<file path="src/rtl/core/lcdb_pkg.sv">
// ----------------------------------------------------------------------------
// lcdb_pkg: shared types and constants for the LCD decimal encoder
// Seven-segment font, layout constants and the pipeline sideband type.
// ----------------------------------------------------------------------------
package lcdb_pkg;

  localparam int DigitCountDefault = 8;
  localparam int ValueWidth        = 32;
  localparam int PointWidth        = 3;
  localparam int ComCount          = 4;
  localparam int ComWidth          = 19;
  localparam int StepsPerStage     = 8;
  localparam int DabbleStages      = ValueWidth / StepsPerStage;

  // Point icons sit on COM3
  localparam int PointBitPos2 = 6;
  localparam int PointBitPos3 = 8;

  localparam logic [3:0] SegMinus = 4'd10;

  typedef logic [ComCount-1:0][ComWidth-1:0] lcdb_image_t;

  typedef struct packed {
    logic [PointWidth-1:0] point;
    logic                  neg;
  } lcdb_side_t;

  // Segments a..g in bits 0..6
  function automatic logic [6:0] seg7_font(logic [3:0] code);
    logic [6:0] pat;
    unique case (code)
      4'd0:     pat = 7'h3f;
      4'd1:     pat = 7'h06;
      4'd2:     pat = 7'h5b;
      4'd3:     pat = 7'h4f;
      4'd4:     pat = 7'h66;
      4'd5:     pat = 7'h6d;
      4'd6:     pat = 7'h7d;
      4'd7:     pat = 7'h07;
      4'd8:     pat = 7'h7f;
      4'd9:     pat = 7'h6f;
      SegMinus: pat = 7'h40;
      default:  pat = 7'h00;
    endcase
    return pat;
  endfunction

endpackage

</file>
<file path="src/rtl/core/lcd_decimal_blanked_segments.sv">
// ----------------------------------------------------------------------------
// lcd_decimal_blanked_segments: decimal number to 4-COM x 19-bit LCD image
// Pipeline: four converter slices of eight shift-and-add-3 steps each,
//   then the segment encoder, each with its own output register.
// Throughput: one item per cycle while the output is accepted; each stage has
//   its own ready, so bubbles close up while a result waits at the output register.
// Reset clears all stage valid bits; the data path is not reset.
// ----------------------------------------------------------------------------
module lcd_decimal_blanked_segments #(
  parameter int DIGIT_COUNT = lcdb_pkg::DigitCountDefault
) (
  input  logic        clk_i,
  input  logic        rst_ni,
  input  logic        s_axis_tvalid,
  output logic        s_axis_tready,
  // [31:0] value, [34:32] point_position, [39:35] zero
  input  logic [39:0] s_axis_tdata,
  // [0] negative
  input  logic        s_axis_tuser,
  output logic        m_axis_tvalid,
  input  logic        m_axis_tready,
  // [18:0] com0_segments, [37:19] com1_segments, [56:38] com2_segments,
  // [75:57] com3_segments, [79:76] zero
  output logic [79:0] m_axis_tdata
);
  import lcdb_pkg::*;

  localparam int BcdWidth = 4 * DIGIT_COUNT;

  logic                  valid_s [DabbleStages+1];
  logic                  ready_s [DabbleStages+1];
  logic [BcdWidth-1:0]   bcd_s   [DabbleStages+1];
  logic [ValueWidth-1:0] bin_s   [DabbleStages+1];
  lcdb_side_t            side_s  [DabbleStages+1];
  lcdb_image_t           image;

  assign valid_s[0]       = s_axis_tvalid;
  assign s_axis_tready    = ready_s[0];
  assign bcd_s[0]         = '0;
  assign bin_s[0]         = s_axis_tdata[ValueWidth-1:0];
  assign side_s[0].point  = s_axis_tdata[ValueWidth +: PointWidth];
  assign side_s[0].neg    = s_axis_tuser;

  for (genvar g = 0; g < DabbleStages; g++) begin : g_dabble
    lcdb_dabble_stage #(
      .DIGIT_COUNT(DIGIT_COUNT)
    ) u_stage (
      .clk_i  (clk_i),
      .rst_ni (rst_ni),
      .valid_i(valid_s[g]),
      .ready_o(ready_s[g]),
      .bcd_i  (bcd_s[g]),
      .bin_i  (bin_s[g]),
      .side_i (side_s[g]),
      .valid_o(valid_s[g+1]),
      .ready_i(ready_s[g+1]),
      .bcd_o  (bcd_s[g+1]),
      .bin_o  (bin_s[g+1]),
      .side_o (side_s[g+1])
    );
  end

  lcdb_seg_encode #(
    .DIGIT_COUNT(DIGIT_COUNT)
  ) u_encode (
    .clk_i  (clk_i),
    .rst_ni (rst_ni),
    .valid_i(valid_s[DabbleStages]),
    .ready_o(ready_s[DabbleStages]),
    .bcd_i  (bcd_s[DabbleStages]),
    .side_i (side_s[DabbleStages]),
    .valid_o(m_axis_tvalid),
    .ready_i(m_axis_tready),
    .image_o(image)
  );

  assign m_axis_tdata = {4'b0000, image};

  // The binary word is fully shifted out by the last converter slice
  logic unused_bin;
  assign unused_bin = |bin_s[DabbleStages];

  // An accepting sink lets every stage advance
  a_ready_chain: assert property (@(posedge clk_i) disable iff (!rst_ni)
    m_axis_tready |-> s_axis_tready)
    else $error("input stalled while output is accepted");

  // An item reaches the output within the pipeline depth when never stalled
  a_latency: assert property (@(posedge clk_i) disable iff (!rst_ni)
    (s_axis_tvalid && s_axis_tready) ##1 m_axis_tready ##1 m_axis_tready
      ##1 m_axis_tready ##1 m_axis_tready |=> m_axis_tvalid)
    else $error("item lost in pipeline");

  // Segment bits 0..2 are unused on every common line
  a_low_bits_dark: assert property (@(posedge clk_i) disable iff (!rst_ni)
    m_axis_tvalid |-> (m_axis_tdata[2:0] == 3'b000) && (m_axis_tdata[21:19] == 3'b000)
      && (m_axis_tdata[40:38] == 3'b000) && (m_axis_tdata[59:57] == 3'b000))
    else $error("unused segment bit lit");

  // Units digit always shows something: segment a or b of digit 0 is lit
  a_units_shown: assert property (@(posedge clk_i) disable iff (!rst_ni)
    m_axis_tvalid |-> (m_axis_tdata[3] || m_axis_tdata[22]))
    else $error("units digit blank");

endmodule

</file>
<file path="src/rtl/core/lcdb_dabble_stage.sv">
// ----------------------------------------------------------------------------
// lcdb_dabble_stage: one registered slice of the binary to BCD converter
// Runs a fixed number of shift-and-add-3 steps, keeping only the low
// DIGIT_COUNT decimal digits (overflow out of the top digit is dropped).
// ----------------------------------------------------------------------------
module lcdb_dabble_stage #(
  parameter int DIGIT_COUNT = lcdb_pkg::DigitCountDefault
) (
  input  logic                           clk_i,
  input  logic                           rst_ni,
  input  logic                           valid_i,
  output logic                           ready_o,
  input  logic [4*DIGIT_COUNT-1:0]       bcd_i,
  input  logic [lcdb_pkg::ValueWidth-1:0] bin_i,
  input  lcdb_pkg::lcdb_side_t           side_i,
  output logic                           valid_o,
  input  logic                           ready_i,
  output logic [4*DIGIT_COUNT-1:0]       bcd_o,
  output logic [lcdb_pkg::ValueWidth-1:0] bin_o,
  output lcdb_pkg::lcdb_side_t           side_o
);
  import lcdb_pkg::*;

  localparam int BcdWidth = 4 * DIGIT_COUNT;

  logic                  valid_q;
  logic [BcdWidth-1:0]   bcd_d, bcd_q;
  logic [ValueWidth-1:0] bin_d, bin_q;
  lcdb_side_t            side_q;
  logic                  load;

  assign ready_o = !valid_q || ready_i;
  assign load    = valid_i && ready_o;

  always_comb begin
    bcd_d = bcd_i;
    bin_d = bin_i;
    for (int s = 0; s < StepsPerStage; s++) begin
      for (int d = 0; d < DIGIT_COUNT; d++) begin
        if (bcd_d[4*d +: 4] >= 4'd5) begin
          bcd_d[4*d +: 4] = 4'(bcd_d[4*d +: 4] + 4'd3);
        end
      end
      if (BcdWidth > 1) begin
        bcd_d = BcdWidth'({bcd_d, bin_d[ValueWidth-1]});
      end
      bin_d = {bin_d[ValueWidth-2:0], 1'b0};
    end
  end

  always_ff @(posedge clk_i or negedge rst_ni) begin
    if (!rst_ni) begin
      valid_q <= 1'b0;
    end else if (ready_o) begin
      valid_q <= valid_i;
    end
  end

  always_ff @(posedge clk_i) begin
    if (load) begin
      bcd_q  <= bcd_d;
      bin_q  <= bin_d;
      side_q <= side_i;
    end
  end

  assign valid_o = valid_q;
  assign bcd_o   = bcd_q;
  assign bin_o   = bin_q;
  assign side_o  = side_q;

endmodule

</file>
<file path="src/rtl/core/lcdb_seg_encode.sv">
// ----------------------------------------------------------------------------
// lcdb_seg_encode: blanking, point forcing, minus placement and segment map
// Registered output stage; it is also the output register of the block.
// ----------------------------------------------------------------------------
module lcdb_seg_encode #(
  parameter int DIGIT_COUNT = lcdb_pkg::DigitCountDefault
) (
  input  logic                     clk_i,
  input  logic                     rst_ni,
  input  logic                     valid_i,
  output logic                     ready_o,
  input  logic [4*DIGIT_COUNT-1:0] bcd_i,
  input  lcdb_pkg::lcdb_side_t     side_i,
  output logic                     valid_o,
  input  logic                     ready_i,
  output lcdb_pkg::lcdb_image_t    image_o
);
  import lcdb_pkg::*;

  localparam logic [PointWidth-1:0] PointMax = PointWidth'(DIGIT_COUNT - 1);

  logic                  valid_q;
  lcdb_image_t           image_d, image_q;
  logic [PointWidth-1:0] point_c;
  logic [DIGIT_COUNT-1:0] shown;
  logic [DIGIT_COUNT-1:0] minus_at;
  logic                  load;

  assign ready_o = !valid_q || ready_i;
  assign load    = valid_i && ready_o;

  assign point_c = (side_i.point > PointMax) ? PointMax : side_i.point;

  always_comb begin
    logic       nz_acc;
    logic [3:0] dig;
    logic [6:0] pat;
    nz_acc   = 1'b0;
    shown    = '0;
    minus_at = '0;
    image_d  = '0;
    // a digit shows if it is the units digit, a nonzero digit sits at or
    // above it, or it lies within the point position
    for (int i = DIGIT_COUNT - 1; i >= 0; i--) begin
      nz_acc   = nz_acc || (bcd_i[4*i +: 4] != 4'd0);
      shown[i] = (i == 0) || nz_acc || (PointWidth'(i) <= point_c);
    end
    for (int i = 1; i < DIGIT_COUNT; i++) begin
      minus_at[i] = side_i.neg && !shown[i] && shown[i-1];
    end
    for (int i = 0; i < DIGIT_COUNT; i++) begin
      dig = bcd_i[4*i +: 4];
      if (shown[i]) begin
        pat = seg7_font(dig);
      end else if (minus_at[i]) begin
        pat = seg7_font(SegMinus);
      end else begin
        pat = 7'h00;
      end
      image_d[0][3 + 2*i] = pat[0];
      image_d[1][3 + 2*i] = pat[1];
      image_d[2][3 + 2*i] = pat[2];
      image_d[3][3 + 2*i] = pat[3];
      image_d[2][4 + 2*i] = pat[4];
      image_d[0][4 + 2*i] = pat[5];
      image_d[1][4 + 2*i] = pat[6];
    end
    if (point_c == PointWidth'(2)) begin
      image_d[3][PointBitPos2] = 1'b1;
    end else if (point_c == PointWidth'(3)) begin
      image_d[3][PointBitPos3] = 1'b1;
    end
  end

  always_ff @(posedge clk_i or negedge rst_ni) begin
    if (!rst_ni) begin
      valid_q <= 1'b0;
    end else if (ready_o) begin
      valid_q <= valid_i;
    end
  end

  always_ff @(posedge clk_i) begin
    if (load) begin
      image_q <= image_d;
    end
  end

  assign valid_o = valid_q;
  assign image_o = image_q;

endmodule
</file>
<file path="config.mk">
export PLATFORM = sky130hd
export DESIGN_NAME = lcd_decimal_blanked_segments
export DESIGN_NICKNAME = d
export VERILOG_FILES = /design/src/rtl/core/lcdb_pkg.sv /design/src/rtl/core/lcd_decimal_blanked_segments.sv /design/src/rtl/core/lcdb_dabble_stage.sv /design/src/rtl/core/lcdb_seg_encode.sv
export SDC_FILE = /design/constraint.sdc
export NUM_CORES = 1
export LEC_CHECK = 0
export BUFFER_PORTS_ARGS = -buffer_cell sky130_fd_sc_hd__buf_2
export CELL_PAD_IN_SITES_DETAIL_PLACEMENT = 2
export CELL_PAD_IN_SITES_GLOBAL_PLACEMENT = 2
export CORE_MARGIN = 1
export CORE_UTILIZATION = 30
export CTS_CLUSTER_DIAMETER = 50
export DETAILED_ROUTE_END_ITERATION = 10
export HOLD_SLACK_MARGIN = 0.03
export PLACE_DENSITY_LB_ADDON = 0.2
export REMOVE_ABC_BUFFERS = 1
export SYNTH_ARGS = -nofsm -noshare
export SYNTH_HDL_FRONTEND = slang
export SYNTH_SLANG_ARGS = --single-unit
</file>
<file path="constraint.sdc">
create_clock -name clk_i -period 9.5 [get_ports clk_i]
set_input_delay 0.95 -clock clk_i [delete_from_list [all_inputs] [get_ports clk_i]]
set_output_delay 0.95 -clock clk_i [all_outputs]
set_load 0.1 [all_outputs]
</file>
==> results of run 1 <==
==> stage by stage <==
step,area (um^2),worst slack (ns)
final,30900,0.866
after global routing,30900,0.00242
after CTS,30900,0.481
after detailed placement,29200,0.512
after global placement,29200,0.849
after floorplan,27100,1.55
==> cells by family after synthesis <==
logic type,synth area share (%)
compound gates,23.1
xor+xnor,4.11
fa+ha+maj,12.6
buf+inv,5.21
flops,27.6
mux,8.77
other cells,0.0136
simple gates,18.6
==> synthesized netlist by cell type, types with 37 or more instances <==
master,n
o211ai_1,43
ha_1,277
nand2b_1,100
clkbuf_1,37
a21o_1,51
nand2_1,213
a21boi_0,38
a21oi_1,196
mux2i_1,162
nor3_1,98
nor2b_1,47
o21ai_0,188
dfxtp_1,49
inv_1,252
nor2_1,180
and2_1,88
mux2_2,65
xnor2_1,99
edfxtp_1,216
nand3_1,76
a211oi_1,42
==> timing repair <==
action	in CTS	in global routing
gates resized for setup	0	8
hold buffers	0	0
setup endpoints to repair	0	15
==> worst min-delay path by stage <==
stage	slack (ns)	startpoint	to	cells after the start
2_1_floorplan	0.40	g_dabble[0].u_stage.bin_o[24]$_DFFE_PP_	g_dabble[1].u_stage.bcd_o[0]$_DFFE_PP_	0
6_report	0.17	rst_ni	g_dabble[0].u_stage.valid_o$_DFFE_PN0N_	1
3_5_place_dp	0.41	g_dabble[1].u_stage.side_o[3]$_DFFE_PP_	g_dabble[2].u_stage.side_o[3]$_DFFE_PP_	0
5_1_grt	0.15	rst_ni	g_dabble[2].u_stage.valid_o$_DFFE_PN0P_	1
4_1_cts	0.13	rst_ni	g_dabble[2].u_stage.valid_o$_DFFE_PN0P_	1
3_3_place_gp	0.40	g_dabble[1].u_stage.side_o[2]$_DFFE_PP_	g_dabble[2].u_stage.side_o[2]$_DFFE_PP_	0
==> final cells by class <==
type                    instances  area [um^2]  area share, %
flip-flops and latches        270         7590           24.5
repair buffers                116          623           2.01
clock buffers                  55         1250           4.04
well taps                    1176         1470           4.76
multi-input cells            2549        18600           60.2
clock inverters                36          409           1.32
inverters                     257          965           3.12
==> layout by cell type, fill, tap and decap left out, drive strengths merged, types with 20 or more instances in the layout <==
| master | Yosys | routed |
|---|---|---|
| o21a | 25 | 25 |
| edfxtp | 216 | 216 |
| a211oi | 44 | 44 |
| nor2b | 47 | 47 |
| or3 | 24 | 24 |
| a31oi | 27 | 27 |
| inv | 255 | 266 |
| a21o | 51 | 51 |
| a211o | 20 | 20 |
| o22ai | 36 | 36 |
| buf | 49 | 116 |
| a21boi | 39 | 39 |
| nor3 | 103 | 103 |
| mux2i | 164 | 164 |
| o211ai | 44 | 44 |
| conb | 1 | 22 |
| clkbuf | 40 | 55 |
| ha | 277 | 277 |
| nand2 | 213 | 213 |
| dfxtp | 49 | 49 |
| nor3b | 33 | 33 |
| and2 | 91 | 91 |
| nor2 | 181 | 181 |
| mux2 | 66 | 66 |
| or2 | 29 | 29 |
| xor2 | 21 | 21 |
| o21ai | 215 | 215 |
| a21oi | 201 | 201 |
| xnor2 | 104 | 104 |
| nand3 | 77 | 77 |
| nand2b | 100 | 100 |
==> metal layers <==
| metal | GRT usage, % | vias up | share of wire, % |
|---|---|---|---|
| li1 | - | 11700 | - |
| met1 | 17.6 | 11600 | 43 |
| met2 | 30.2 | 186 | 53 |
| met3 | 1.77 | 83 | 2.0 |
| met4 | 3.91 | 0 | 1.8 |
| met5 | 0 | - | 0 |
==> metrics.txt, run 1 <==
core area roughly 0.09 mm^2; Non-Filler Instances between 4k and 5k; Final period util between 90% and 100%; Seq cells post-synth 270; DP HPWL 58.9 mm; Filler Cell Count ~10k; Yosys Warn Count 0; routability cong. just over 0.8; Synth area leaders edfxtp_1, ha_1, mux2i_1; worst path buffer plus inverter count 7; total gr overflow 0; post-synth top area share 23.6%; Cells after Synth 3144; first drt pass iteration count 4; mean post-synth cell area around 8.8 um^2; hold_ws approximately 0.17 ns; RSZ-0062 raised after global routing false; layout cells sized above 1 11.9%; Core Util, Final between 30% and 40%; Crit Path Class reg -> reg; # rows between 100 and 150; postcts setup bufs 0; CTS sink cnt 270; first-pass GRT wire length 125 mm; CP required approximately 10 ns; DR iter-0 viols approximately 600; ANT cells 0; critical path depth in cells 37; Placed Cells 4368; vias in the first global route around 26k; flop-to-flop setup slack 0.87 ns; final worst path period need 8.63 ns; Die H between 300 and 400 um; CP Max Fanout 12; worst-margin pin slew between 1 and 1.5 ns; master of the slowest instance on the critical path edfxtp_1; initial antenna violation count 0; DR vias around 24k; Clk Latency, worst-skew pair roughly 0.59 ns; Root Driver clkbuf_16; gr usage total between 10% and 20%; Final Hold Viols 0; largest net degree at the start of global routing between 50 and 60; wirelength, routed 73.5 mm; status complete, no violations; Die X between 300 and 400 um; nets@finish between 3k and 4k; CP Launch Type register; Post-synth EDFFs about 220; Slew headroom 23.6%; Top delay family on crit path compound AO/OA/AOI/OAI gates; Initial Util a little under a third; remaining antenna violation count 0; RR Startpoint g_dabble[2].u_stage.bcd_o[1]$_DFFE_PP_; Top FF cell, synth edfxtp_1; Post-Syn Area ~0.028 mm^2; H-tree levels 2; Final setup viols 0; Yosys cell types 121; Via-to-Cell Ratio between 5 and 6; die area slightly above 0.09 mm^2; total clock buffers created by CTS a little under 50; Layout area overhead 12.4%; Final Skew around 0.022 ns; IO Port Bufs 99; Worst EP arrival 9.17 ns; post-synthesis async set-or-reset flop share 1.85%; io pins 127; critical path startpoint g_dabble[2].u_stage.bcd_o[1]$_DFFE_PP_; Reg clk slew, reported paths about 0.06 ns; R2R cell count 37; WL/cell about 16 um; HP Class in -> async; Seq/Total Area, Yosys roughly 28%; CP Capture Type register; fmax between 100 and 150 MHz; number of max-cap violations 0; max-slew violations 0; area leader, netlist edfxtp_1; Setup TNS Final 0 ns; peak per-stage delay on the critical path 0.48 ns; Max clock buf depth 3; CTS tree built; drc violations 0
Power of run 1 is left out: the tool's default activity adds up to more than one toggle a clock period on the data nets, which glitch-free logic cannot reach.
==> run 2, diff against run 1 <==
Settings changed: CORE_UTILIZATION 30 to 27, GPL_ROUTABILITY_DRIVEN set to 0.
Clock period 9.5 ns to 8.2 ns, I/O delays scaled along.
==> run 2 against run 1 <==
Highest routed layer unchanged. Count of clock-buffer cells in the layout decreased by 1. Global-route usage shrank 1.3 points. Register-to-register slack lost 0.46 ns. Critical path type unchanged. Maximum frequency grew 11%.
==> metrics.txt, run 2 (same netlist as run 1, synthesis figures left out) <==
nets@finish 3668 (was 3565); core area 0.101 mm^2 (was 0.0904 mm^2); first drt pass iteration count 4 (unchanged); Via-to-Cell Ratio 5.05 (was 5.28); CTS tree built (unchanged); area taken by multi-input logic gates 0.0196 mm^2 (was 0.0186 mm^2); Crit Path Class reg -> reg (unchanged); status complete, no violations (unchanged); area occupied by registers 0.00759 mm^2 (unchanged); die area 0.103 mm^2 (was 0.0930 mm^2); Final Hold Viols 0 (unchanged); Filler Cell Count 11.2k (was 10.1k); initial antenna violation count 0 (unchanged); layout cells sized above 1 19.4% (was 11.9%); Layout area overhead 19.4% (was 12.4%); total clock buffers created by CTS 47 (was 49); Place WS -0.510 ns (was 0.512 ns); CP Launch Type register (unchanged); CP required 8.70 ns (was 10.03 ns); Die H 321 um (was 305 um); io pins 127 (unchanged); fmax 128 MHz (was 116 MHz); H-tree levels 2 (unchanged); total gr overflow 0 (unchanged); number of max-cap violations 0 (unchanged); gr busiest metal met2 (unchanged); wirelength, routed 76.1 mm (was 73.5 mm); Reg clk slew, reported paths 0.05 ns (was 0.06 ns); drc violations 0 (unchanged); Die X 321 um (was 305 um); vias in the first global route 26.0k (was 25.9k); # rows 116 (was 110); final worst path period need 7.79 ns (was 8.63 ns); met2 usage 27.4% (was 30.2%); peak per-stage delay on the critical path 0.56 ns (was 0.48 ns); WL/cell 16.0 um (was 16.5 um); M1 GR Usage 16.3% (was 17.6%); CTS sink cnt 270 (unchanged); DR vias 24.0k (was 23.6k); HP Class in -> reg (was in -> async); Final WS setup 0.407 ns (was 0.866 ns); Final period util 95.0% (was 90.9%); Final Skew 0.0192 ns (was 0.0220 ns); worst-margin pin slew 0.940 ns (was 1.15 ns); IO Port Bufs 99 (unchanged); most frequent cells in the layout ha_1, inv_1, edfxtp_1 (unchanged); Clk Latency, worst-skew pair 0.60 ns (was 0.59 ns); remaining antenna violation count 0 (unchanged); CP Capture Type register (unchanged); CP Max Fanout 5 (was 12); largest net degree at the start of global routing 59 (unchanged); Final setup viols 0 (unchanged); Root Driver clkbuf_16 (unchanged); first-pass GRT wire length 126 mm (was 125 mm); Slew headroom 37.0% (was 23.6%); Worst EP arrival 8.29 ns (was 9.17 ns); master of the slowest instance on the critical path or4_4 (was edfxtp_1); ANT cells 0 (unchanged); Max clock buf depth 3 (unchanged); gr usage total 14.2% (was 15.5%); critical path's most frequent cell ha_1; routing usage on met3 1.66% (was 1.77%); most common library cell in the layout ignoring fill and taps ha_1 (unchanged); Initial Util 27.4% (was 30.4%); max-slew violations 0 (unchanged); DR iter-0 viols 694 (was 589); DP HPWL 59.4 mm (was 58.9 mm); RSZ-0062 raised after global routing true (was false)
run 2: changes by cell type in the layout (fill, tap and decap cells not counted), sizes merged:
cell,change
clkbuf,-1
clkinv,+1
dlygate4sd3,+1
buf,+104
clkinvlp,-3
run 2: path summary, 6_finish.rpt:
check / start / endpoint / slack (ns) / depth (start not counted)
max in group asynchronous: rst_ni / g_dabble[1].u_stage.valid_o$_DFFE_PN0P_ / 7.48 / 2
hold reg to reg: g_dabble[0].u_stage.bin_o[16]$_DFFE_PP_ / g_dabble[1].u_stage.bin_o[24]$_DFFE_PP_ / 0.41 / 0
min in group asynchronous: rst_ni / g_dabble[3].u_stage.valid_o$_DFFE_PN0P_ / 0.58 / 2
hold / removal: s_axis_tdata[12] / g_dabble[0].u_stage.bin_o[20]$_DFFE_PP_ / 0.39 / 1
setup reg to reg: g_dabble[2].u_stage.bcd_o[16]$_DFFE_PP_ / register / 0.41 / 35
setup / recovery: g_dabble[2].u_stage.bcd_o[16]$_DFFE_PP_ / register / 0.41 / 35
run 2: final cells by class:
cell class,instances,share of cell area [%]
Clock inverter,34,1.15
Timing Repair Buffer,221,4.30
Clock buffer,54,3.82
Sequential cell,270,23.1
Inverter,257,2.94
Multi-Input combinational cell,2549,59.5
Tap cell,1357,5.17
run 2: worst max-delay path, delay by kind of cell (launching register included):
| family | cells | cell delay [ns] |
|---|---|---|
| simple gates | 8 | 2.81 |
| fa+ha+maj | 7 | 1.47 |
| compound gates | 14 | 2.49 |
| buf+inv | 6 | 0.51 |
| flops | 1 | 0.41 |
run 2: layer usage:
metal  share of wire (%)  vias up
met4                 1.7        0
met1                  43    11800
met2                  53      175
met3                 1.9       76
li1                    -    11900
met5                   0        -
run 2: per-stage QoR:
step	instance area [um^2]	instances	utilization, %	hold WS, ns	setup TNS, ns
after global routing	32900	4742	32.7	0.350	-0.920
after CTS	31600	4687	31.4	0.326	0
after global placement	29800	4597	29.7	0.400	0
final	32900	4742	32.7	0.389	0
after floorplan	27100	3076	-	0.400	0
after detailed placement	29800	4597	29.7	0.405	-5.37
run 2: repair_timing:
item                                    CTS  global route
endpoints found under the setup margin   41            97
hold buffers                              1             0
pin swaps                                 3            43
endpoints found under the hold margin     5             0
setup buffers                             1            55
resized for setup                        35           205
Power of run 2 is left out for the same reason.
==> run 3, diff against run 2 <==
Settings changed: ABC_AREA set to 1.
==> run 3 against run 2 <==
Register-to-register slack gained 0.37 ns. Critical path type unchanged. Highest routed layer unchanged. Sequential share of layout area grew 2.1 points. Critical path depth grew 14. Cell count grew 8.4%. Non-clock buffer count shrank 106. Flip-flop and latch count is the same. Cell area shrank 8.2%. Worst hold slack gained 0.018 ns. Setup slack gained 0.37 ns.
==> metrics.txt, run 3 <==
Non-Filler Instances 5139 (was 4742); first-pass GRT wire length 109 mm (was 126 mm); post-synthesis async set-or-reset flop share 1.85% (unchanged); core area 0.0953 mm^2 (was 0.101 mm^2); nets@finish 4157 (was 3668); # rows 113 (was 116); Yosys Warn Count 0 (unchanged); Worst EP arrival 7.76 ns (was 8.29 ns); total clock buffers created by CTS 49 (was 47); DR iter-0 viols 549 (was 694); Final Skew 0.0224 ns (was 0.0192 ns); mean post-synth cell area 7.09 um^2 (was 8.76 um^2); Reg clk slew, reported paths 0.06 ns (was 0.05 ns); hold_ws 0.407 ns (was 0.389 ns); HP Class in -> reg (unchanged); peak per-stage delay on the critical path 0.43 ns (was 0.56 ns); io pins 127 (unchanged); Max clock buf depth 3 (unchanged); Cells after Synth 3675 (was 3144); Seq cells post-synth 270 (unchanged); Core Util, Final 31.7% (was 32.7%); most frequent cells in the layout nand2_1, inv_1, ha_1 (was ha_1, inv_1, edfxtp_1); vias in the first global route 24.1k (was 26.0k); initial antenna violation count 0 (unchanged); remaining antenna violation count 0 (unchanged); Die H 313 um (was 321 um); CP required 8.54 ns (was 8.70 ns); WL/cell 12.1 um (was 16.0 um); Placed Cells 5039 (was 4597); CTS tree built (unchanged); critical path's most frequent cell inv_1 (was ha_1); CP Capture Type register (unchanged); die area 0.0978 mm^2 (was 0.103 mm^2); Top delay family on crit path adder cells (was simple AND/OR/NAND/NOR gates); CTS sink cnt 270 (unchanged); Post-synth EDFFs 216 (unchanged); Layout area overhead 15.7% (was 19.4%); first drt pass iteration count 4 (unchanged); wirelength, routed 62.0 mm (was 76.1 mm); post-synth top area share 24.9% (was 23.6%); ANT cells 0 (unchanged); Via-to-Cell Ratio 4.44 (was 5.05); area leader, netlist edfxtp_1 (unchanged); Top FF cell, synth edfxtp_1 (unchanged); Final setup viols 0 (unchanged); Yosys cell types 55 (was 121); Final Hold Viols 0 (unchanged); worst-margin pin slew 0.817 ns (was 0.940 ns); Root Driver clkbuf_16 (unchanged); total gr overflow 0 (unchanged); H-tree levels 2 (unchanged); Initial Util 27.4% (about the same); largest net degree at the start of global routing 59 (unchanged); Die X 313 um (was 321 um); Final period util 90.5% (was 95.0%); Post-Syn Area 0.0261 mm^2 (was 0.0275 mm^2); Clk Latency, worst-skew pair 0.60 ns (about the same); max-slew violations 0 (unchanged); DR vias 22.8k (was 24.0k); CP Launch Type register (unchanged); Filler Cell Count 11.5k (was 11.2k); master of the slowest instance on the critical path edfxtp_1 (was or4_4); Slew headroom 45.3% (was 37.0%); gr usage total 12.8% (was 14.2%); status complete, no violations (unchanged); Synth area leaders edfxtp_1, nand2_1, ha_1 (was edfxtp_1, ha_1, mux2i_1); Seq/Total Area, Yosys 29.1% (was 27.6%); synth cell count leaders nand2_1, inv_1, ha_1 (was ha_1, inv_1, edfxtp_1); worst path buffer plus inverter count 15 (was 6); Crit Path Class reg -> reg (unchanged); most common library cell in the layout ignoring fill and taps nand2_1 (was ha_1); CP Max Fanout 4 (was 5); layout cells sized above 1 14.1% (was 19.4%); number of max-cap violations 0 (unchanged); DP HPWL 51.0 mm (was 59.4 mm); most frequent cell after synthesis nand2_1 (was ha_1); IO Port Bufs 99 (unchanged); drc violations 0 (unchanged); final worst path period need 7.42 ns (was 7.79 ns); fmax 135 MHz (was 128 MHz)
==> run 3: changes by cell type after synthesis, moves of 79 or more <==
cell	delta
a21oi_1	-92
inv_1	+525
mux2i_1	-156
nand2_1	+758
nand2_2	+79
nand2b_1	-100
nand3_1	+124
nor3_1	-91
xnor2_1	-85
==> run 3: cell families (layout without fill, tap and decap cells) <==
family / count (synthesis) / after routing / share of synthesized area (%)
and+or+nand+nor: 1702 / 1702 / 30.1
adders and majority gates: 277 / 277 / 13.3
AOI/OAI and AO/OA: 471 / 471 / 10.5
other: 1 / 22 / 0.0144
buffers and inverters: 828 / 1006 / 12.3
DFF: 270 / 270 / 29.1
muxes: 7 / 7 / 0.274
xor gates and xnor gates: 119 / 119 / 4.40
==> run 3: timing repair <==
action | in CTS | in global routing
endpoints found under the hold margin | 5 | 0
buffers inserted | 0 | 9
endpoints found under the setup margin | 0 | 43
hold buffers | 1 | 0
gates resized for setup | 0 | 67
==> run 3: final timing paths <==
kind | startpoint | endpoint | slack [ns] | cells after the start
min in group asynchronous | rst_ni | g_dabble[1].u_stage.valid_o$_DFFE_PN0P_ | 0.59 | 2
setup reg to reg | g_dabble[1].u_stage.bcd_o[16]$_DFFE_PP_ | g_dabble[2].u_stage.bcd_o[25]$_DFFE_PP_ | 0.78 | 49
hold / removal | s_axis_tdata[32] | g_dabble[0].u_stage.side_o[1]$_DFFE_PP_ | 0.41 | 1
hold reg to reg | g_dabble[1].u_stage.bin_o[17]$_DFFE_PP_ | g_dabble[2].u_stage.bin_o[25]$_DFFE_PP_ | 0.42 | 0
max in group asynchronous | rst_ni | g_dabble[3].u_stage.valid_o$_DFFE_PN0P_ | 7.47 | 2
setup / recovery | g_dabble[1].u_stage.bcd_o[16]$_DFFE_PP_ | g_dabble[2].u_stage.bcd_o[25]$_DFFE_PP_ | 0.78 | 49
==> run 3: cell type report <==
cell class / count / area [um^2] / share of cell area (%)
clock buffers: 52 / 1250 / 4.13
clock inverters: 38 / 448 / 1.48
inverters: 801 / 3010 / 9.97
multi-input cells: 2598 / 15700 / 52.0
flip-flops and latches: 270 / 7590 / 25.2
well taps: 1265 / 1580 / 5.25
repair buffers: 115 / 618 / 2.05
==> run 3: per-stage QoR <==
step           worst slack [ns]  setup TNS, ns  area (um^2)
2_1_floorplan              1.37              0        26000
3_3_place_gp              0.412              0        28100
3_5_place_dp              0.150              0        28100
4_1_cts                   0.146              0        29800
5_1_grt                 -0.0590         -0.133        30200
6_report                  0.777              0        30200
==> run 3: per-layer routing <==
layer / up-vias / part of all wire [%] / global-route usage [%] / routed length (um)
met5: - / 0 / 0 / 0
met4: 0 / 1.7 / 2.94 / 1040
met3: 64 / 2.5 / 1.79 / 1540
met2: 133 / 50 / 23.8 / 31000
met1: 10700 / 46 / 15.3 / 28400
li1: 11900 / - / - / -
==> run 3: worst register-to-register path: cells and delay by family (launching register included) <==
kind	cells	cell delay, ns
AND/OR/NAND/NOR	12	1.60
buffers and inverters	15	1.23
flip-flops	1	0.43
AO/OA/AOI/OAI	7	1.04
adder cells (fa/ha/maj)	9	1.63
XOR/XNOR	6	1.23
Power of run 3 is left out for the same reason.
